### src/rtl/core/rwp_pkg.sv
// Shared types and constants for the RIFF WAVE stream parser.
package rwp_pkg;

    // Depth of the queue between the front and back ends.
    localparam int QUEUE_DEPTH_DEFAULT = 4;

    // Classification of one input transfer.
    typedef enum logic
    {
        ITEM_BYTE = 1'b0,
        ITEM_EOF  = 1'b1
    } item_kind_t;

    // One classified input item as it travels through the queue.
    typedef struct packed
    {
        item_kind_t kind;
        logic [7:0] value;
    } item_t;

    // Parser phases.
    typedef enum logic [3:0]
    {
        PH_HEADER = 4'd0,
        PH_ID     = 4'd1,
        PH_SIZE   = 4'd2,
        PH_FMT    = 4'd3,
        PH_SKIP   = 4'd4,
        PH_DATA   = 4'd5,
        PH_DONE   = 4'd6
    } phase_t;

    // Result kinds.
    localparam logic [1:0] KIND_SAMPLE = 2'd0;
    localparam logic [1:0] KIND_FORMAT = 2'd1;
    localparam logic [1:0] KIND_ERROR  = 2'd2;

    // Error codes.
    localparam logic [1:0] ERR_NONE    = 2'd0;
    localparam logic [1:0] ERR_HEADER  = 2'd1;
    localparam logic [1:0] ERR_FORMAT  = 2'd2;
    localparam logic [1:0] ERR_NO_DATA = 2'd3;

    // Chunk tags, first byte in the top position.
    localparam logic [31:0] TAG_RIFF = 32'h5249_4646;
    localparam logic [31:0] TAG_WAVE = 32'h5741_5645;
    localparam logic [31:0] TAG_FMT  = 32'h666D_7420;
    localparam logic [31:0] TAG_DATA = 32'h6461_7461;

    // Header and chunk layout.
    localparam logic [4:0]  POS_RIFF_END   = 5'd3;
    localparam logic [4:0]  POS_HEADER_END = 5'd11;
    localparam logic [4:0]  FIELD_BYTES    = 5'd4;
    localparam logic [4:0]  FMT_BODY_BYTES = 5'd16;
    localparam logic [31:0] FMT_BODY_LEN   = 32'd16;

    // Byte positions inside the fmt body where a field completes.
    localparam logic [4:0] FMT_POS_CODE     = 5'd1;
    localparam logic [4:0] FMT_POS_CHANNELS = 5'd3;
    localparam logic [4:0] FMT_POS_RATE     = 5'd7;
    localparam logic [4:0] FMT_POS_BITS     = 5'd15;

    // Sample conversion.
    localparam logic [15:0] SIGN_FLIP     = 16'h8000;
    localparam logic [15:0] BYTE_SAMPLE   = 16'd8;
    localparam logic [16:0] BITS_PER_BYTE = 17'd8;

endpackage

### src/rtl/core/rwp_front.sv
// Front end: input register that accepts and classifies each byte or end-of-file transfer.
module rwp_front
(
    input  logic           clk,
    input  logic           rst_n,
    input  logic           in_valid,
    output logic           in_stall,
    input  logic [7:0]     data_byte,
    input  logic           end_of_file,
    output logic           push_valid,
    input  logic           push_ready,
    output rwp_pkg::item_t push_item
);
    import rwp_pkg::*;

    logic  valid_reg;
    logic  valid_next;
    item_t item_reg;
    item_t item_next;
    logic  accept;

    // The stage holds one item and refills in the same cycle that it drains.
    assign in_stall = valid_reg && !push_ready;
    assign accept   = in_valid && !in_stall;

    // Classify the transfer; an end-of-file item carries no byte.
    always_comb
    begin
        item_next  = item_reg;
        valid_next = valid_reg;
        if (accept)
        begin
            valid_next = 1'b1;
            if (end_of_file)
            begin
                item_next.kind  = ITEM_EOF;
                item_next.value = 8'h00;
            end
            else
            begin
                item_next.kind  = ITEM_BYTE;
                item_next.value = data_byte;
            end
        end
        else if (push_ready)
        begin
            valid_next = 1'b0;
        end
    end

    always_ff @(posedge clk or negedge rst_n)
    begin
        if (!rst_n)
        begin
            valid_reg <= 1'b0;
        end
        else
        begin
            valid_reg <= valid_next;
        end
    end

    always_ff @(posedge clk)
    begin
        item_reg <= item_next;
    end

    assign push_valid = valid_reg;
    assign push_item  = item_reg;

endmodule

### src/rtl/core/rwp_fifo.sv
// Short first-in first-out queue that decouples the front and back ends.
module rwp_fifo
#(
    parameter int WIDTH = 9,
    parameter int DEPTH = 4
)
(
    input  logic             clk,
    input  logic             rst_n,
    input  logic             push_valid,
    output logic             push_ready,
    input  logic [WIDTH-1:0] push_data,
    output logic             pop_valid,
    input  logic             pop_ready,
    output logic [WIDTH-1:0] pop_data
);
    localparam int PTR_W   = (DEPTH > 1) ? $clog2(DEPTH) : 1;
    localparam int COUNT_W = $clog2(DEPTH + 1);

    logic [WIDTH-1:0]   entry_reg [DEPTH];
    logic [PTR_W-1:0]   wr_ptr_reg;
    logic [PTR_W-1:0]   wr_ptr_next;
    logic [PTR_W-1:0]   rd_ptr_reg;
    logic [PTR_W-1:0]   rd_ptr_next;
    logic [COUNT_W-1:0] count_reg;
    logic [COUNT_W-1:0] count_next;
    logic               do_push;
    logic               do_pop;

    assign push_ready = (count_reg != COUNT_W'(DEPTH));
    assign pop_valid  = (count_reg != '0);
    assign pop_data   = entry_reg[rd_ptr_reg];
    assign do_push    = push_valid && push_ready;
    assign do_pop     = pop_valid && pop_ready;

    // Pointer and fill count update, with wrap at the queue depth.
    always_comb
    begin
        wr_ptr_next = wr_ptr_reg;
        rd_ptr_next = rd_ptr_reg;
        count_next  = count_reg;
        if (do_push)
        begin
            wr_ptr_next = (wr_ptr_reg == PTR_W'(DEPTH - 1)) ? '0 : wr_ptr_reg + 1'b1;
        end
        if (do_pop)
        begin
            rd_ptr_next = (rd_ptr_reg == PTR_W'(DEPTH - 1)) ? '0 : rd_ptr_reg + 1'b1;
        end
        if (do_push && !do_pop)
        begin
            count_next = count_reg + 1'b1;
        end
        else if (do_pop && !do_push)
        begin
            count_next = count_reg - 1'b1;
        end
    end

    always_ff @(posedge clk or negedge rst_n)
    begin
        if (!rst_n)
        begin
            wr_ptr_reg <= '0;
            rd_ptr_reg <= '0;
            count_reg  <= '0;
        end
        else
        begin
            wr_ptr_reg <= wr_ptr_next;
            rd_ptr_reg <= rd_ptr_next;
            count_reg  <= count_next;
        end
    end

    // Storage write.
    always_ff @(posedge clk)
    begin
        if (do_push)
        begin
            entry_reg[wr_ptr_reg] <= push_data;
        end
    end

endmodule

### src/rtl/core/rwp_back.sv
// Back end: chunk parser state machine, sample assembly and the result register.
module rwp_back
(
    input  logic           clk,
    input  logic           rst_n,
    input  logic           pop_valid,
    output logic           pop_ready,
    input  rwp_pkg::item_t pop_item,
    output logic           out_valid,
    input  logic           out_stall,
    output logic [1:0]     kind,
    output logic [15:0]    sample,
    output logic [15:0]    channel,
    output logic           last_sample,
    output logic [1:0]     error_code,
    output logic [15:0]    format_tag,
    output logic [15:0]    channel_total,
    output logic [31:0]    rate_hz,
    output logic [15:0]    bits_per_sample,
    output logic [31:0]    data_bytes
);
    import rwp_pkg::*;

    // What the current item does, as decided by the datapath.
    typedef struct packed
    {
        logic       fail;
        logic [1:0] fail_code;
        logic       go_id;
        logic       go_size;
        logic       go_fmt;
        logic       go_skip;
        logic       go_data;
        logic       emit_sample;
        logic       last;
    } step_t;

    // Parser state.
    phase_t      phase_reg;
    phase_t      phase_next;
    logic [4:0]  pos_reg;
    logic [4:0]  pos_next;
    logic [31:0] tag_reg;
    logic [31:0] tag_next;
    logic [31:0] accum_reg;
    logic [31:0] accum_next;
    logic [31:0] skip_reg;
    logic [31:0] skip_next;
    logic        seen_reg;
    logic        seen_next;
    logic [15:0] fmt_code_reg;
    logic [15:0] fmt_code_next;
    logic [15:0] chan_count_reg;
    logic [15:0] chan_count_next;
    logic [31:0] rate_reg;
    logic [31:0] rate_next;
    logic [15:0] bits_reg;
    logic [15:0] bits_next;
    logic [31:0] remain_reg;
    logic [31:0] remain_next;
    logic [15:0] sacc_reg;
    logic [15:0] sacc_next;
    logic [16:0] sbc_reg;
    logic [16:0] sbc_next;
    logic [15:0] chan_reg;
    logic [15:0] chan_next;

    // Result register.
    logic        out_valid_reg;
    logic        out_valid_next;
    logic [1:0]  kind_reg;
    logic [15:0] sample_reg;
    logic [15:0] channel_reg;
    logic        last_reg;
    logic [1:0]  error_reg;
    logic [15:0] format_reg;
    logic [15:0] total_reg;
    logic [31:0] rate_out_reg;
    logic [15:0] bits_out_reg;
    logic [31:0] bytes_out_reg;

    // Combinational result of the current item.
    logic        res_valid;
    logic [1:0]  res_kind;
    logic [15:0] res_sample;
    logic [15:0] res_channel;
    logic        res_last;
    logic [1:0]  res_error;
    logic [15:0] res_format;
    logic [15:0] res_total;
    logic [31:0] res_rate;
    logic [15:0] res_bits;
    logic [31:0] res_bytes;

    step_t       step;
    logic        pop;
    logic        is_eof;
    logic [7:0]  in_byte;
    logic [31:0] tag_shift;
    logic [31:0] accum_shift;
    logic [15:0] sacc_shift;
    logic [4:0]  pos_inc;
    logic [31:0] skip_left;
    logic [31:0] remain_left;
    logic [16:0] sbc_sum;
    logic [16:0] chan_inc;

    // A new item is taken whenever the result register is free or draining.
    assign pop_ready   = !out_valid_reg || !out_stall;
    assign pop         = pop_valid && pop_ready;
    assign is_eof      = (pop_item.kind == ITEM_EOF);
    assign in_byte     = pop_item.value;
    assign tag_shift   = {tag_reg[23:0], in_byte};
    assign accum_shift = {in_byte, accum_reg[31:8]};
    assign sacc_shift  = {in_byte, sacc_reg[15:8]};
    assign pos_inc     = pos_reg + 5'd1;
    assign skip_left   = (skip_reg != 32'd0) ? skip_reg - 32'd1 : skip_reg;
    assign remain_left = (remain_reg != 32'd0) ? remain_reg - 32'd1 : remain_reg;
    assign sbc_sum     = sbc_reg + BITS_PER_BYTE;
    assign chan_inc    = {1'b0, chan_reg} + 17'd1;

    // Datapath: field capture, counters and the decision for this item.
    always_comb
    begin
        step            = '0;
        pos_next        = pos_reg;
        tag_next        = tag_reg;
        accum_next      = accum_reg;
        skip_next       = skip_reg;
        seen_next       = seen_reg;
        fmt_code_next   = fmt_code_reg;
        chan_count_next = chan_count_reg;
        rate_next       = rate_reg;
        bits_next       = bits_reg;
        remain_next     = remain_reg;
        sacc_next       = sacc_reg;
        sbc_next        = sbc_reg;
        chan_next       = chan_reg;
        if (pop && (phase_reg != PH_DONE))
        begin
            if (is_eof)
            begin
                step.fail = 1'b1;
                if (phase_reg == PH_HEADER)
                begin
                    step.fail_code = ERR_HEADER;
                end
                else if (phase_reg == PH_FMT)
                begin
                    step.fail_code = ERR_FORMAT;
                end
                else
                begin
                    step.fail_code = ERR_NO_DATA;
                end
            end
            else
            begin
                case (phase_reg)
                    PH_HEADER:
                    begin
                        tag_next = tag_shift;
                        if ((pos_reg == POS_RIFF_END) && (tag_shift != TAG_RIFF))
                        begin
                            step.fail      = 1'b1;
                            step.fail_code = ERR_HEADER;
                        end
                        else if (pos_reg >= POS_HEADER_END)
                        begin
                            if (tag_shift != TAG_WAVE)
                            begin
                                step.fail      = 1'b1;
                                step.fail_code = ERR_HEADER;
                            end
                            else
                            begin
                                pos_next   = '0;
                                step.go_id = 1'b1;
                            end
                        end
                        else
                        begin
                            pos_next = pos_inc;
                        end
                    end
                    PH_ID:
                    begin
                        tag_next = tag_shift;
                        if (pos_inc >= FIELD_BYTES)
                        begin
                            pos_next = '0;
                            if ((tag_shift == TAG_DATA) && !seen_reg)
                            begin
                                step.fail      = 1'b1;
                                step.fail_code = ERR_FORMAT;
                            end
                            else
                            begin
                                accum_next   = '0;
                                step.go_size = 1'b1;
                            end
                        end
                        else
                        begin
                            pos_next = pos_inc;
                        end
                    end
                    PH_SIZE:
                    begin
                        accum_next = accum_shift;
                        if (pos_inc < FIELD_BYTES)
                        begin
                            pos_next = pos_inc;
                        end
                        else
                        begin
                            pos_next = '0;
                            if (tag_reg == TAG_FMT)
                            begin
                                if (accum_shift < FMT_BODY_LEN)
                                begin
                                    step.fail      = 1'b1;
                                    step.fail_code = ERR_FORMAT;
                                end
                                else
                                begin
                                    skip_next   = accum_shift - FMT_BODY_LEN;
                                    step.go_fmt = 1'b1;
                                end
                            end
                            else if (tag_reg == TAG_DATA)
                            begin
                                if (accum_shift == 32'd0)
                                begin
                                    step.fail      = 1'b1;
                                    step.fail_code = ERR_NO_DATA;
                                end
                                else if (bits_reg == 16'd0)
                                begin
                                    step.fail      = 1'b1;
                                    step.fail_code = ERR_FORMAT;
                                end
                                else
                                begin
                                    remain_next  = accum_shift;
                                    chan_next    = '0;
                                    sacc_next    = '0;
                                    sbc_next     = '0;
                                    step.go_data = 1'b1;
                                end
                            end
                            else
                            begin
                                // Unknown chunk: count its body away, if any.
                                skip_next = accum_shift;
                                if (accum_shift != 32'd0)
                                begin
                                    step.go_skip = 1'b1;
                                end
                                else
                                begin
                                    step.go_id = 1'b1;
                                end
                            end
                        end
                    end
                    PH_FMT:
                    begin
                        accum_next = accum_shift;
                        case (pos_reg)
                            FMT_POS_CODE:     fmt_code_next   = accum_shift[31:16];
                            FMT_POS_CHANNELS: chan_count_next = accum_shift[31:16];
                            FMT_POS_RATE:     rate_next       = accum_shift;
                            FMT_POS_BITS:     bits_next       = accum_shift[31:16];
                            default:          ;
                        endcase
                        if (pos_inc >= FMT_BODY_BYTES)
                        begin
                            pos_next  = '0;
                            seen_next = 1'b1;
                            if (skip_reg != 32'd0)
                            begin
                                step.go_skip = 1'b1;
                            end
                            else
                            begin
                                step.go_id = 1'b1;
                            end
                        end
                        else
                        begin
                            pos_next = pos_inc;
                        end
                    end
                    PH_SKIP:
                    begin
                        skip_next = skip_left;
                        if (skip_left == 32'd0)
                        begin
                            step.go_id = 1'b1;
                        end
                    end
                    PH_DATA:
                    begin
                        sacc_next   = sacc_shift;
                        sbc_next    = sbc_sum;
                        remain_next = remain_left;
                        if (!((sbc_sum < {1'b0, bits_reg}) && (remain_left != 32'd0)))
                        begin
                            step.emit_sample = 1'b1;
                            step.last        = (remain_left == 32'd0);
                            if (chan_inc >= {1'b0, chan_count_reg})
                            begin
                                chan_next = '0;
                            end
                            else
                            begin
                                chan_next = chan_inc[15:0];
                            end
                            sacc_next = '0;
                            sbc_next  = '0;
                        end
                    end
                    default:
                    begin
                    end
                endcase
            end
        end
    end

    // Next phase.
    always_comb
    begin
        phase_next = phase_reg;
        if (step.fail)
        begin
            phase_next = PH_DONE;
        end
        else if (step.emit_sample && step.last)
        begin
            phase_next = PH_DONE;
        end
        else if (step.go_id)
        begin
            phase_next = PH_ID;
        end
        else if (step.go_size)
        begin
            phase_next = PH_SIZE;
        end
        else if (step.go_fmt)
        begin
            phase_next = PH_FMT;
        end
        else if (step.go_skip)
        begin
            phase_next = PH_SKIP;
        end
        else if (step.go_data)
        begin
            phase_next = PH_DATA;
        end
    end

    // Result fields; anything that does not apply to the kind stays zero.
    always_comb
    begin
        res_valid   = 1'b0;
        res_kind    = KIND_SAMPLE;
        res_sample  = '0;
        res_channel = '0;
        res_last    = 1'b0;
        res_error   = ERR_NONE;
        res_format  = '0;
        res_total   = '0;
        res_rate    = '0;
        res_bits    = '0;
        res_bytes   = '0;
        if (step.fail)
        begin
            res_valid = 1'b1;
            res_kind  = KIND_ERROR;
            res_error = step.fail_code;
        end
        else if (step.go_data)
        begin
            res_valid  = 1'b1;
            res_kind   = KIND_FORMAT;
            res_format = fmt_code_reg;
            res_total  = chan_count_reg;
            res_rate   = rate_reg;
            res_bits   = bits_reg;
            res_bytes  = accum_shift;
        end
        else if (step.emit_sample)
        begin
            res_valid   = 1'b1;
            res_kind    = KIND_SAMPLE;
            res_sample  = (bits_reg <= BYTE_SAMPLE) ? (sacc_shift ^ SIGN_FLIP) : sacc_shift;
            res_channel = chan_reg;
            res_last    = step.last;
        end
    end

    // The result register drains on a transfer and refills from the current item.
    always_comb
    begin
        out_valid_next = out_valid_reg;
        if (pop && res_valid)
        begin
            out_valid_next = 1'b1;
        end
        else if (!out_stall)
        begin
            out_valid_next = 1'b0;
        end
    end

    always_ff @(posedge clk or negedge rst_n)
    begin
        if (!rst_n)
        begin
            phase_reg      <= PH_HEADER;
            pos_reg        <= '0;
            tag_reg        <= '0;
            accum_reg      <= '0;
            skip_reg       <= '0;
            seen_reg       <= 1'b0;
            fmt_code_reg   <= '0;
            chan_count_reg <= '0;
            rate_reg       <= '0;
            bits_reg       <= '0;
            remain_reg     <= '0;
            sacc_reg       <= '0;
            sbc_reg        <= '0;
            chan_reg       <= '0;
            out_valid_reg  <= 1'b0;
        end
        else
        begin
            phase_reg      <= phase_next;
            pos_reg        <= pos_next;
            tag_reg        <= tag_next;
            accum_reg      <= accum_next;
            skip_reg       <= skip_next;
            seen_reg       <= seen_next;
            fmt_code_reg   <= fmt_code_next;
            chan_count_reg <= chan_count_next;
            rate_reg       <= rate_next;
            bits_reg       <= bits_next;
            remain_reg     <= remain_next;
            sacc_reg       <= sacc_next;
            sbc_reg        <= sbc_next;
            chan_reg       <= chan_next;
            out_valid_reg  <= out_valid_next;
        end
    end

    // Result payload, loaded only with a new result.
    always_ff @(posedge clk)
    begin
        if (pop && res_valid)
        begin
            kind_reg      <= res_kind;
            sample_reg    <= res_sample;
            channel_reg   <= res_channel;
            last_reg      <= res_last;
            error_reg     <= res_error;
            format_reg    <= res_format;
            total_reg     <= res_total;
            rate_out_reg  <= res_rate;
            bits_out_reg  <= res_bits;
            bytes_out_reg <= res_bytes;
        end
    end

    assign out_valid       = out_valid_reg;
    assign kind            = kind_reg;
    assign sample          = sample_reg;
    assign channel         = channel_reg;
    assign last_sample     = last_reg;
    assign error_code      = error_reg;
    assign format_tag      = format_reg;
    assign channel_total   = total_reg;
    assign rate_hz         = rate_out_reg;
    assign bits_per_sample = bits_out_reg;
    assign data_bytes      = bytes_out_reg;

    // Once finished, the parser never leaves the done phase.
    assert property (@(posedge clk) disable iff (!rst_n)
        (phase_reg == PH_DONE) |=> (phase_reg == PH_DONE))
        else $error("parser left the done phase");

    // A waiting result is never overwritten while stalled.
    assert property (@(posedge clk) disable iff (!rst_n)
        (out_valid_reg && out_stall) |-> !pop)
        else $error("item taken while a stalled result waits");

    // Samples come only from the data phase.
    assert property (@(posedge clk) disable iff (!rst_n)
        (step.emit_sample) |-> (phase_reg == PH_DATA))
        else $error("sample produced outside the data chunk");

    // The header position never runs past the twelfth byte.
    assert property (@(posedge clk) disable iff (!rst_n)
        (phase_reg == PH_HEADER) |-> (pos_reg <= POS_HEADER_END))
        else $error("header byte position out of range");

endmodule

### src/rtl/core/riff_wave_stream_parser.sv
// Top level of the RIFF WAVE stream parser: front end, queue and back end.
//
// The parser takes one file byte, or an end-of-file marker, per transfer and sustains one
// transfer per clock cycle while in_stall is low; every byte is handled by an update of the
// parser state machine in the back end. When nothing stalls, a result (sample, format
// announcement or error) passes from its byte through the input register, the queue and
// the result register. The queue of QUEUE_DEPTH entries lets the input side keep taking
// bytes for a while when the output side stalls. After an error or the last sample of the
// data chunk, input is taken and dropped until reset.
module riff_wave_stream_parser
#(
    parameter int QUEUE_DEPTH = rwp_pkg::QUEUE_DEPTH_DEFAULT
)
(
    input  logic        clk,
    input  logic        rst_n,
    input  logic        in_valid,
    output logic        in_stall,
    input  logic [7:0]  data_byte,
    input  logic        end_of_file,
    output logic        out_valid,
    input  logic        out_stall,
    output logic [1:0]  kind,
    output logic [15:0] sample,
    output logic [15:0] channel,
    output logic        last_sample,
    output logic [1:0]  error_code,
    output logic [15:0] format_tag,
    output logic [15:0] channel_total,
    output logic [31:0] rate_hz,
    output logic [15:0] bits_per_sample,
    output logic [31:0] data_bytes
);
    import rwp_pkg::*;

    localparam int ITEM_W = $bits(item_t);

    logic              push_valid;
    logic              push_ready;
    item_t             push_item;
    logic              pop_valid;
    logic              pop_ready;
    logic [ITEM_W-1:0] pop_data;
    item_t             pop_item;

    assign pop_item = item_t'(pop_data);

    // Input register and classification.
    rwp_front u_front
    (
        .clk         (clk),
        .rst_n       (rst_n),
        .in_valid    (in_valid),
        .in_stall    (in_stall),
        .data_byte   (data_byte),
        .end_of_file (end_of_file),
        .push_valid  (push_valid),
        .push_ready  (push_ready),
        .push_item   (push_item)
    );

    // Queue between the two halves.
    rwp_fifo
    #(
        .WIDTH (ITEM_W),
        .DEPTH (QUEUE_DEPTH)
    )
    u_fifo
    (
        .clk        (clk),
        .rst_n      (rst_n),
        .push_valid (push_valid),
        .push_ready (push_ready),
        .push_data  (push_item),
        .pop_valid  (pop_valid),
        .pop_ready  (pop_ready),
        .pop_data   (pop_data)
    );

    // Parser and result register.
    rwp_back u_back
    (
        .clk             (clk),
        .rst_n           (rst_n),
        .pop_valid       (pop_valid),
        .pop_ready       (pop_ready),
        .pop_item        (pop_item),
        .out_valid       (out_valid),
        .out_stall       (out_stall),
        .kind            (kind),
        .sample          (sample),
        .channel         (channel),
        .last_sample     (last_sample),
        .error_code      (error_code),
        .format_tag      (format_tag),
        .channel_total   (channel_total),
        .rate_hz         (rate_hz),
        .bits_per_sample (bits_per_sample),
        .data_bytes      (data_bytes)
    );

endmodule

### config.mk
export PLATFORM = sky130hd
export DESIGN_NAME = riff_wave_stream_parser
export DESIGN_NICKNAME = d
export VERILOG_FILES = /design/src/rtl/core/rwp_pkg.sv /design/src/rtl/core/rwp_front.sv /design/src/rtl/core/rwp_fifo.sv /design/src/rtl/core/rwp_back.sv /design/src/rtl/core/riff_wave_stream_parser.sv
export SDC_FILE = /design/constraint.sdc
export NUM_CORES = 1
export LEC_CHECK = 0
export BUFFER_PORTS_ARGS = -buffer_cell sky130_fd_sc_hd__buf_2
export CAP_MARGIN = 20
export CORE_UTILIZATION = 36
export DETAILED_ROUTE_END_ITERATION = 10
export GPL_ROUTABILITY_DRIVEN = 0
export PLACE_DENSITY_LB_ADDON = 0.12
export SYNTH_ARGS = -nofsm -noshare
export SYNTH_HDL_FRONTEND = slang
export SYNTH_SLANG_ARGS = --single-unit
### constraint.sdc
create_clock -name clk -period 20.1 [get_ports clk]
set_clock_uncertainty 0.05 [all_clocks]
set_input_delay 0 -clock clk [delete_from_list [all_inputs] [get_ports clk]]
set_output_delay 0 -clock clk [all_outputs]
set_load 0.01 [all_outputs]
# Word level (Yosys, flattened, before mapping)
# Memory sizes are Yosys's and may differ from the RTL's.
# Cells that the tools add are included.
[totals]
mem_count = 1
register_bits = 434
out_inout_bits = 151
input_bits = 13
mem_bits_rw = 36
elab_cells = 246
latchBits = 0
romBits = 0
[op_classes]
magnitude_cmp = 8
eq_ne = 31
n_addsub = 10
div_mod_pow = 0
n_bitwise = 4
mux = 108
multipliers = 0
n_reduce_logical = 53
shifts = 0
[mem_list]
columns = ["name", "depth", "word_bits", "rd", "rd_clocked_by_memory_dff", "wr", "line", "source"]
rows = [
  ["u_fifo.entry_reg", 4, 9, 1, 0, 1, "rwp_fifo.sv:20", "logic [WIDTH-1:0] entry_reg [DEPTH];"],
]
[ops]
columns = ["cell", "n"]
rows = [
  ["32-bit 2-to-1 mux", 13],
  ["32-bit one-hot mux with 2 select lines", 3],
  ["16-bit 2-to-1 mux", 9],
  ["32-bit nonzero test", 4],
  ["17-bit 2-to-1 mux", 6],
  ["32-bit by 31-bit equality test with 1-bit output (second input constant)", 3],
  ["32-bit zero test", 3],
  ["32-bit by 31-bit inequality test with 1-bit output (second input constant)", 2],
  ["16-bit one-hot mux with 2 select lines", 2],
  ["32-bit by 1-bit subtractor with 32-bit output (second input constant)", 2],
  ["3-bit 2-to-1 mux", 13],
  ["4-bit 2-to-1 mux", 9],
  ["17-bit one-hot mux with 2 select lines", 1],
  ["1-bit 2-to-1 mux", 33],
  ["32-bit by 5-bit < comparator with 1-bit output (second input constant)", 1],
  ["32-bit by 5-bit subtractor with 32-bit output (second input constant)", 1],
  ["5-bit 2-to-1 mux", 6],
  ["5-bit one-hot mux with 4 select lines", 1],
  ["4-bit AND reduction", 5],
  ["16-bit by 1-bit adder with 17-bit output (second input constant)", 1],
  ["17-bit by 4-bit adder with 17-bit output (second input constant)", 1],
  ["17-bit by 16-bit >= comparator with 1-bit output", 1],
  ["17-bit by 16-bit < comparator with 1-bit output", 1],
  ["16-bit by 4-bit less-or-equal comparator with 1-bit output (second input constant)", 1],
  ["other kinds (46)", 92],
]

# Depth between registers and ports, before layout
# Gate-level depths: netlist of run 1.
[logic_depth]
word_depth = 16
mapped_depth = 16
mapped_depth_nobuf = 15

# By module
# Synthesis of run 1 repeated with hierarchy kept, for this count alone.
[unflattened]
hier_cells = 2069
hier_area_um2 = 22441.5
[modules_own_cells]
columns = ["module", "seq_area_each_um2", "instances", "cells_each", "area_per_inst_um2"]
rows = [
  ["rwp_back", 10680.2, 1, 1964, 20327.0],
  ["rwp_fifo", 1256.2, 1, 83, 1736.7],
  ["rwp_front", 295.3, 1, 22, 377.9],
]

# Least setup slack after synthesis of run 1
# OpenSTA, ideal clock, no wires.
[synth_path]
kind = "flip-flop to flip-flop"
start = "register u_back.remain_reg[19]"
end = "register u_back.bits_out_reg[0], in the netlist u_back.bits_per_sample[0] (enable)"
arrival_ps = 6421
required_time_ps = 19536
path_stages_with_launch = 12
n_path_buf = 2
period_less_slack_ps = 6985
setup_ps = 514
setup_slack_ps = 13115
path_cell_list = "dfrtp_1 buf_2 or4_4 or4_1 buf_2 o311ai_4 nor3_1 or4b_1 a211o_1 o21ai_2 nor2_1 nand2_1"
[synth_between]
elab_chain_cells = 12
word_cells_on_any_way = 13
classes_between = "1 x add/sub; 8 x mux; 4 x reduce/logical"
[synth_lines]
columns = ["item", "line", "source"]
rows = [
  ["start: declaration", "rwp_back.sv:59", "logic [31:0] remain_reg;"],
  ["start signal: assignment", "rwp_back.sv:452", "remain_reg <= remain_next;"],
  ["32-bit by 1-bit subtractor with 32-bit output / 32-bit nonzero test (equally long branches)", "rwp_back.sv:118", "assign remain_left = (remain_reg != 32'd0) ? remain_reg - 32'd1 : remain_reg;"],
  ["32-bit 2-to-1 mux (*)", "rwp_back.sv:118", ""],
  ["32-bit nonzero test (*)", "rwp_back.sv:308", "if (!((sbc_sum < {1'b0, bits_reg}) && (remain_left != 32'd0)))"],
  ["1-bit logical AND (*)", "rwp_back.sv:308", ""],
  ["2-bit 2-to-1 mux (*)", "rwp_back.sv:308", ""],
  ["2-bit 2-to-1 mux (*)", "rwp_back.sv:159", "case (phase_reg)"],
  ["7-bit 2-to-1 mux (*)", "rwp_back.sv:141", "if (is_eof)"],
  ["10-bit 2-to-1 mux (*)", "rwp_back.sv:139", "if (pop && (phase_reg != PH_DONE))"],
  ["1-bit 2-to-1 mux (*)", "rwp_back.sv:396", "else if (step.emit_sample)"],
  ["1-bit 2-to-1 mux (*)", "rwp_back.sv:386", "else if (step.go_data)"],
  ["1-bit 2-to-1 mux (*)", "rwp_back.sv:380", "if (step.fail)"],
  ["1-bit logical AND (*)", "rwp_back.sv:463", "if (pop && res_valid)"],
  ["end signal: assignment", "rwp_back.sv:473", "bits_out_reg <= res_bits;"],
  ["end: declaration", "rwp_back.sv:79", "logic [15:0] bits_out_reg;"],
]
# Every way passes the cells marked *; elsewhere a longest branch is shown, timed or not.
# A chain may end at the register's enable or synchronous reset.

# Worst setup path in the final report of run 1
[layout_path]
start = "register u_back.remain_reg[19]"
end = "register u_back.total_reg[11], in the netlist u_back.channel_total[11] (enable)"
[layout_between]
elab_chain_cells = 12
word_cells_on_any_way = 13
classes_between = "1 x add/sub; 8 x mux; 4 x reduce/logical"
[layout_lines]
columns = ["item", "line", "source"]
rows = [
  ["32-bit by 1-bit subtractor with 32-bit output / 32-bit nonzero test (equally long branches)", "rwp_back.sv:118", ""],
  ["32-bit 2-to-1 mux (*)", "rwp_back.sv:118", ""],
  ["32-bit nonzero test (*)", "rwp_back.sv:308", ""],
  ["1-bit logical AND (*)", "rwp_back.sv:308", ""],
  ["2-bit 2-to-1 mux (*)", "rwp_back.sv:308", ""],
  ["2-bit 2-to-1 mux (*)", "rwp_back.sv:159", ""],
  ["7-bit 2-to-1 mux (*)", "rwp_back.sv:141", ""],
  ["10-bit 2-to-1 mux (*)", "rwp_back.sv:139", ""],
  ["1-bit 2-to-1 mux (*)", "rwp_back.sv:396", ""],
  ["1-bit 2-to-1 mux (*)", "rwp_back.sv:386", ""],
  ["1-bit 2-to-1 mux (*)", "rwp_back.sv:380", ""],
  ["1-bit logical AND (*)", "rwp_back.sv:463", ""],
  ["end signal: assignment", "rwp_back.sv:471", "total_reg <= res_total;"],
  ["end: declaration", "rwp_back.sv:77", "logic [15:0] total_reg;"],
]
# Marks and branches as above.

==> impl_metrics.json, run 1 <==
{
  "yosys_warnings": 0,
  "boundaryPins": 164,
  "hp-class": "in2reg",
  "switching_share_pct": 36.45,
  "min_period_over_period_pct": 30.89,
  "drc": 0,
  "first_global_vias": 16030,
  "multi_input_area_mm2": 0.009304,
  "seq_area_frac_synth_pct": 55.20,
  "clk_latency_ns": 0.60,
  "h-tree-depth": 2,
  "fin_tns_setup_ns": 0,
  "rows": 90,
  "fin_crit_ns": 6.209,
  "drt_iter0_drc": 1237,
  "clock_power_share_pct": 29.8,
  "synth_cell_type_count": 75,
  "area_growth_pct": 16.14,
  "synth.cell_area_mm2": 0.02216,
  "status": "finished, final reports clean",
  "drive_above_1_share_pct": 16.37,
  "synth-main-ff-cell": "dfrtp_1",
  "largest_reg_flops": 36,
  "cts_tree": "built",
  "report.final.slew_viol_count": 0,
  "initial_core_util_pct": 36.58,
  "yosysTopAreaCellShare_pct": 28.91,
  "vias": 16490,
  "drtAntennaViolNets": 0,
  "regArea_mm2": 0.01223,
  "combPwrFrac_pct": 30.2,
  "synth_nets": 2168,
  "crit_buf_inv": 4,
  "worstPathArrival_ns": 6.38,
  "cts.sinks": 450,
  "cp_cell_sequence": "or4_4 -> or4_1 -> o311ai_4 -> nor3_1 -> or4b_1 -> a211o_1 -> o21ai_2 -> buf_4 -> nor2_1 -> buf_4 -> nand2_4 -> buf_4 -> buf_4",
  "diodes": 0,
  "tightestPinTransition_ns": 1.072,
  "cp_slowest_cell": "buf_4",
  "portBuffers": 163,
  "cts_root_buf": "clkbuf_16",
  "synth-async-reset-ratio_pct": 56.89,
  "fill_cells": 5834,
  "wl_per_cell_um": 20.33,
  "power_density_mw_per_mm2": 125.7,
  "max_freq_mhz": 161.1,
  "vdd_drop_max_uv": 67.51,
  "cap_violations": 0,
  "fp.dieW_um": 250.1,
  "internal-power_mw": 2.056,
  "postCtsSetupRepairBufs": 0,
  "drt-total-wl_mm": 62.60,
  "netlist_instances": 2111,
  "pwr-share-seq_pct": 40.0,
  "fin_util_pct": 42.48,
  "track_usage_pct": 19.98,
  "switchingPower_mw": 1.179,
  "relSlewSlack_pct": 28.50,
  "report.power.total_mw": 3.235,
  "cp.required_ns": 20.27,
  "grt_pass1_wl_mm": 96.96,
  "timing.hold.ws_ns": 0.09643,
  "path_clk_slew_ns": 0.06,
  "cts_buffers": 51,
  "ys_ff_latch": 450,
  "viasPerCell": 5.354,
  "dp_hpwl_mm": 42.64,
  "leakagePower_nw": 10.86,
  "core_mm2": 0.06058,
  "yosysMostFrequentCell": "nand2_1",
  "critPathKind": "reg2reg",
  "avgSynthCellArea_um2": 10.50,
  "clk_path_buf_depth": 3,
  "cp-start-kind": "register",
  "setup_slack_ns": 13.89,
  "dr.pass1.iters": 5,
  "place_area_mm2": 0.02375,
  "grt_overflow_total": 0,
  "hold_viol": 0,
  "crit_path_max_fanout": 80,
  "final_net_count": 2311,
  "slowest_delay_ns": 0.88,
  "crit_family": "simple AND/OR/NAND/NOR gates",
  "cp_common_cell": "buf_4",
  "synth_edf_count": 194,
  "yosysTopAreaCell": "dfrtp_1",
  "synthTopCellsByCount": "279 x nand2_1, 256 x dfrtp_1, 194 x edfxtp_1",
  "dpl_worst_slack_ns": 13.84,
  "rsz0062_at_grt": "no",
  "setup_viol": 0,
  "placed_cells": 2961,
  "synth_area_leaders": "dfrtp_1 29%, edfxtp_1 26%, nand2_1 4.7%, and2_1 4.1%, o21ai_0 3.3%",
  "die_h_um": 250.1,
  "antenna_found_initial": 1,
  "crit_path_end_kind": "register",
  "die-area_mm2": 0.06255,
  "fin_cells": 3079,
  "grt_max_degree": 114,
  "postLayoutCellArea_mm2": 0.02574
}
[final timing paths]
check / slack [ns] / to / cells after the start / startpoint
hold reg to reg: 0.42 / u_back.fmt_code_reg[9]$_DFFE_PN0P_ / 2 / u_back.fmt_code_reg[9]$_DFFE_PN0P_
hold / removal: 0.1 / u_front.push_valid$_DFFE_PN0P_ / 3 / in_valid
setup / recovery: 13.89 / u_back.channel_total[11]$_SDFFCE_PP0P_ / 13 / u_back.remain_reg[19]$_DFFE_PN0P_
setup reg to reg: 13.89 / u_back.channel_total[11]$_SDFFCE_PP0P_ / 13 / u_back.remain_reg[19]$_DFFE_PN0P_
min in group asynchronous: 0.51 / u_back.remain_reg[5]$_DFFE_PN0P_ / 4 / rst_n
max in group asynchronous: 17.84 / u_back.chan_reg[6]$_DFFE_PN0P_ / 5 / rst_n
[placed cells by master (no fill, tap or decap), types with 14 or more instances in the layout]
| cell | count |
|---|---|
| inv_1 | 56 |
| ha_1 | 43 |
| and2_1 | 145 |
| o21ai_0 | 148 |
| mux2_2 | 65 |
| nor2_1 | 142 |
| buf_2 | 162 |
| a31oi_1 | 14 |
| dlygate4sd3_1 | 21 |
| xnor2_1 | 45 |
| o22ai_1 | 19 |
| o31ai_1 | 15 |
| buf_4 | 23 |
| a21oi_1 | 76 |
| nand3_1 | 48 |
| or4_1 | 18 |
| a2bb2oi_1 | 15 |
| nand2b_1 | 16 |
| or3_1 | 17 |
| nand2_1 | 277 |
| xor2_1 | 32 |
| nor2b_1 | 19 |
| dfrtp_1 | 256 |
| nand4_1 | 29 |
| clkbuf_16 | 52 |
| nor4_1 | 38 |
| a21o_1 | 16 |
| nor3_1 | 50 |
| a22o_1 | 14 |
| edfxtp_1 | 194 |
[tightest hold or removal path: stages]
cell and delay (ns):
dlygate4sd3_1 0.52, buf_2 0.10, or2_2 0.09
[repair_timing]
| item | 4_1_cts | 5_1_grt |
|---|---|---|
| hold buffers | 22 | 0 |
| gates resized for setup | 0 | 0 |
| hold endpoints to repair | 85 | 0 |
[final cells by class]
class	count	area share, %
well taps	782	3.802
clock buffers	71	5.644
repair buffers	210	4.920
inverters	56	0.8167
multi-input cells	1485	36.15
clock inverters	25	1.142
flip-flops and latches	450	47.53
[power groups by stage]
stage / Sequential [mW] / Combinational, mW / Clock [mW]
detailed placement: 1.31 / 0.967 / 0
CTS: 1.30 / 0.977 / 0.990
global route: 1.32 / 1.06 / 1.03
finish: 1.30 / 0.976 / 0.964
floorplan: 1.28 / 0.615 / 0
global placement: 1.31 / 0.959 / 0
[cells by family after synthesis]
| kind of cell | Yosys count | synth area share [%] |
|---|---|---|
| AO/OA/AOI/OAI | 404 | 11.44 |
| buffers and inverters | 176 | 3.026 |
| adder cells (fa/ha/maj) | 44 | 2.518 |
| AND/OR/NAND/NOR | 876 | 20.16 |
| multiplexers | 84 | 4.613 |
| XOR/XNOR | 77 | 3.043 |
| flip-flops | 450 | 55.20 |
[metal layers]
| metal | track usage, % | up-vias | routed length, um | part of all wire [%] |
|---|---|---|---|---|
| met1 | 28.55 | 8047 | 29530 | 47 |
| met3 | 3.897 | 100 | 3511 | 5.6 |
| met5 | 0 | - | 0 | 0 |
| li1 | - | 7884 | - | - |
| met4 | 5.819 | 0 | 1651 | 2.6 |
| met2 | 30.65 | 455 | 27910 | 45 |
(Power assumes the default switching activity.)
==> run 2: changes to the inputs <==
==> constraint.sdc (replaced) <==
create_clock -name clk -period 6.4 [get_ports clk]
set_clock_uncertainty 0.05 [all_clocks]
set_input_delay 0 -clock clk [delete_from_list [all_inputs] [get_ports clk]]
set_output_delay 0 -clock clk [all_outputs]
set_load 0.01 [all_outputs]
==> run 2 against run 1 <==
Against the previous run:
- critical path depth shrank 3
- sequential share of layout area is essentially flat
- register-to-register slack lost 12 ns
- global-route usage grew 0.30 points
- clock power grew to 3.1 times the previous value
- cell area is essentially flat
- setup slack lost 12 ns
- clock-buffer cell count shrank 10
- highest routed layer unchanged
==> impl_metrics.json, run 2 (synthesized netlist as in run 1, its figures left out) <==
{
  "crit_buf_inv": 2,
  "drt-total-wl_mm": 63.55,
  "grt_max_degree": 106,
  "relSlewSlack_pct": 29.11,
  "rows": 90,
  "boundaryPins": 164,
  "die_h_um": 250.1,
  "track_usage_pct": 20.28,
  "hold_viol": 0,
  "leakagePower_nw": 10.87,
  "drtAntennaViolNets": 0,
  "min_period_over_period_pct": 78.09,
  "layout_commonest_cell": "nand2_1",
  "critPathKind": "reg2reg",
  "cts_tree": "built",
  "hp-class": "in2reg",
  "dr.pass1.iters": 5,
  "drt_iter0_drc": 1145,
  "clk_latency_ns": 0.60,
  "initial_core_util_pct": 36.58,
  "cts_root_buf": "clkbuf_16",
  "worstHoldStart": "in_valid",
  "area_growth_pct": 16.23,
  "cp_cell_sequence": "buf_4 -> mux4_2 -> or4_1 -> or3b_2 -> nor4_1 -> a2bb2oi_1 -> nand2b_1 -> o21bai_1 -> nand2_8 -> buf_4",
  "drive_above_1_share_pct": 16.62,
  "h-tree-depth": 2,
  "cp.required_ns": 6.58,
  "crit_path_max_fanout": 53,
  "cts.sinks": 450,
  "fin_tns_setup_ns": 0,
  "first_global_vias": 16270,
  "layout_common_cells": "277 x nand2_1, 256 x dfrtp_1, 194 x edfxtp_1",
  "cap_violations": 0,
  "viasPerCell": 5.423,
  "slowest_delay_ns": 0.60,
  "cp-start-kind": "register",
  "final_net_count": 2314,
  "vdd_drop_max_uv": 207.5,
  "clk_path_buf_depth": 3,
  "cp_common_cell": "buf_4",
  "portBuffers": 163,
  "vias": 16700,
  "crit_family": "simple AND/OR/NAND/NOR gates",
  "worstPathArrival_ns": 5.18,
  "core_mm2": 0.06058,
  "power_density_mw_per_mm2": 393.0,
  "place_area_mm2": 0.02381,
  "dp_hpwl_mm": 43.47,
  "die-area_mm2": 0.06255,
  "r2r_start": "u_fifo.rd_ptr_reg[1]$_DFFE_PN0P_",
  "fin_crit_ns": 4.998,
  "grt_pass1_wl_mm": 98.34,
  "setup_viol": 0,
  "status": "finished, final reports clean",
  "largest_reg_flops": 36,
  "report.final.slew_viol_count": 0,
  "max_freq_mhz": 200.1,
  "grt_overflow_total": 0,
  "path_clk_slew_ns": 0.06,
  "cp_slowest_cell": "o21bai_1",
  "fp.dieW_um": 250.1,
  "drc": 0,
  "crit_start": "u_fifo.rd_ptr_reg[1]$_DFFE_PN0P_",
  "report.power.total_mw": 10.12,
  "antenna_found_initial": 1,
  "rsz0062_at_grt": "no",
  "fill_cells": 5846,
  "wl_per_cell_um": 20.63,
  "tightestPinTransition_ns": 1.055,
  "postLayoutCellArea_mm2": 0.02576,
  "diodes": 0,
  "crit_path_end_kind": "register",
  "cts_buffers": 50
}
[run 2: changes by cell type in the layout (fill, tap and decap cells not counted), moves of 2 or more]
| cell | delta |
|---|---|
| clkbuf_16 | -2 |
| dlygate4sd3_1 | -4 |
| clkinv_2 | +4 |
| buf_16 | +2 |
| clkbuf_1 | -3 |
| buf_8 | -2 |
| buf_12 | +3 |
| clkbuf_8 | -5 |
| buf_4 | +5 |
| clkinv_1 | +2 |
[run 2: layout make-up]
class | instances | area (um^2) | area share, %
clock buffers | 61 | 1323 | 5.135
clock inverters | 32 | 351.6 | 1.365
inverters | 56 | 210.2 | 0.8161
multi-input cells | 1485 | 9313 | 36.16
flip-flops and latches | 450 | 12230 | 47.49
well taps | 782 | 978.4 | 3.799
repair buffers | 214 | 1349 | 5.237
[run 2: final timing paths]
| check | to | slack (ns) | cells past startpoint |
|---|---|---|---|
| hold / removal | u_front.push_valid$_DFFE_PN0P_ | 0.09 | 3 |
| setup / recovery | u_back.channel[6]$_SDFFCE_PP0P_ | 1.40 | 10 |
| hold reg to reg | u_back.fmt_code_reg[8]$_DFFE_PN0P_ | 0.42 | 2 |
| setup reg to reg | u_back.channel[6]$_SDFFCE_PP0P_ | 1.40 | 10 |
| max in group asynchronous | u_back.accum_reg[23]$_DFFE_PN0P_ | 4.92 | 4 |
| min in group asynchronous | u_fifo.count_reg[0]$_DFFE_PN0P_ | 0.48 | 4 |
[run 2: repair_timing]
item	4_1_cts	5_1_grt
endpoints found under the hold margin	92	0
hold buffers	18	0
setup buffers	0	0
gates resized for setup	0	0
setup endpoints to repair	0	0
[run 2: stage by stage]
step / std cells / hold slack [ns] / utilization, % / setup WS, ns
2_1_floorplan: 2111 / -0.3456 / - / 0.8354
3_3_place_gp: 2965 / -0.03004 / 39.27 / 1.718
3_5_place_dp: 2966 / -0.02944 / 39.30 / 1.498
4_1_cts: 3077 / 0.04873 / 42.39 / 1.482
5_1_grt: 3080 / 0.08278 / 42.51 / 1.216
6_report: 3080 / 0.08778 / 42.51 / 1.402
[run 2: report_power, final]
group / switching (mW) / total [mW] / internal (mW)
Sequential: 0.397 / 3.99 / 3.59
Combinational: 2.11 / 3.17 / 1.06
Clock: 1.21 / 2.96 / 1.75
Total: 3.72 / 10.1 / 6.40
[run 2: worst min-delay path, delay by kind of cell]
family                 cells  cell delay (ns)
and+or+nand+nor            1             0.09
buffers and inverters      2             0.62
[run 2: layer usage]
layer	vias to the layer above	global-route usage, %	share of wire (%)	wire length (um)
met5	-	0	0	0
met4	0	6.696	3.1	1974
met3	125	3.772	5.8	3674
met2	537	31.43	45	28700
met1	8169	28.54	46	29200
li1	7871	-	-	-
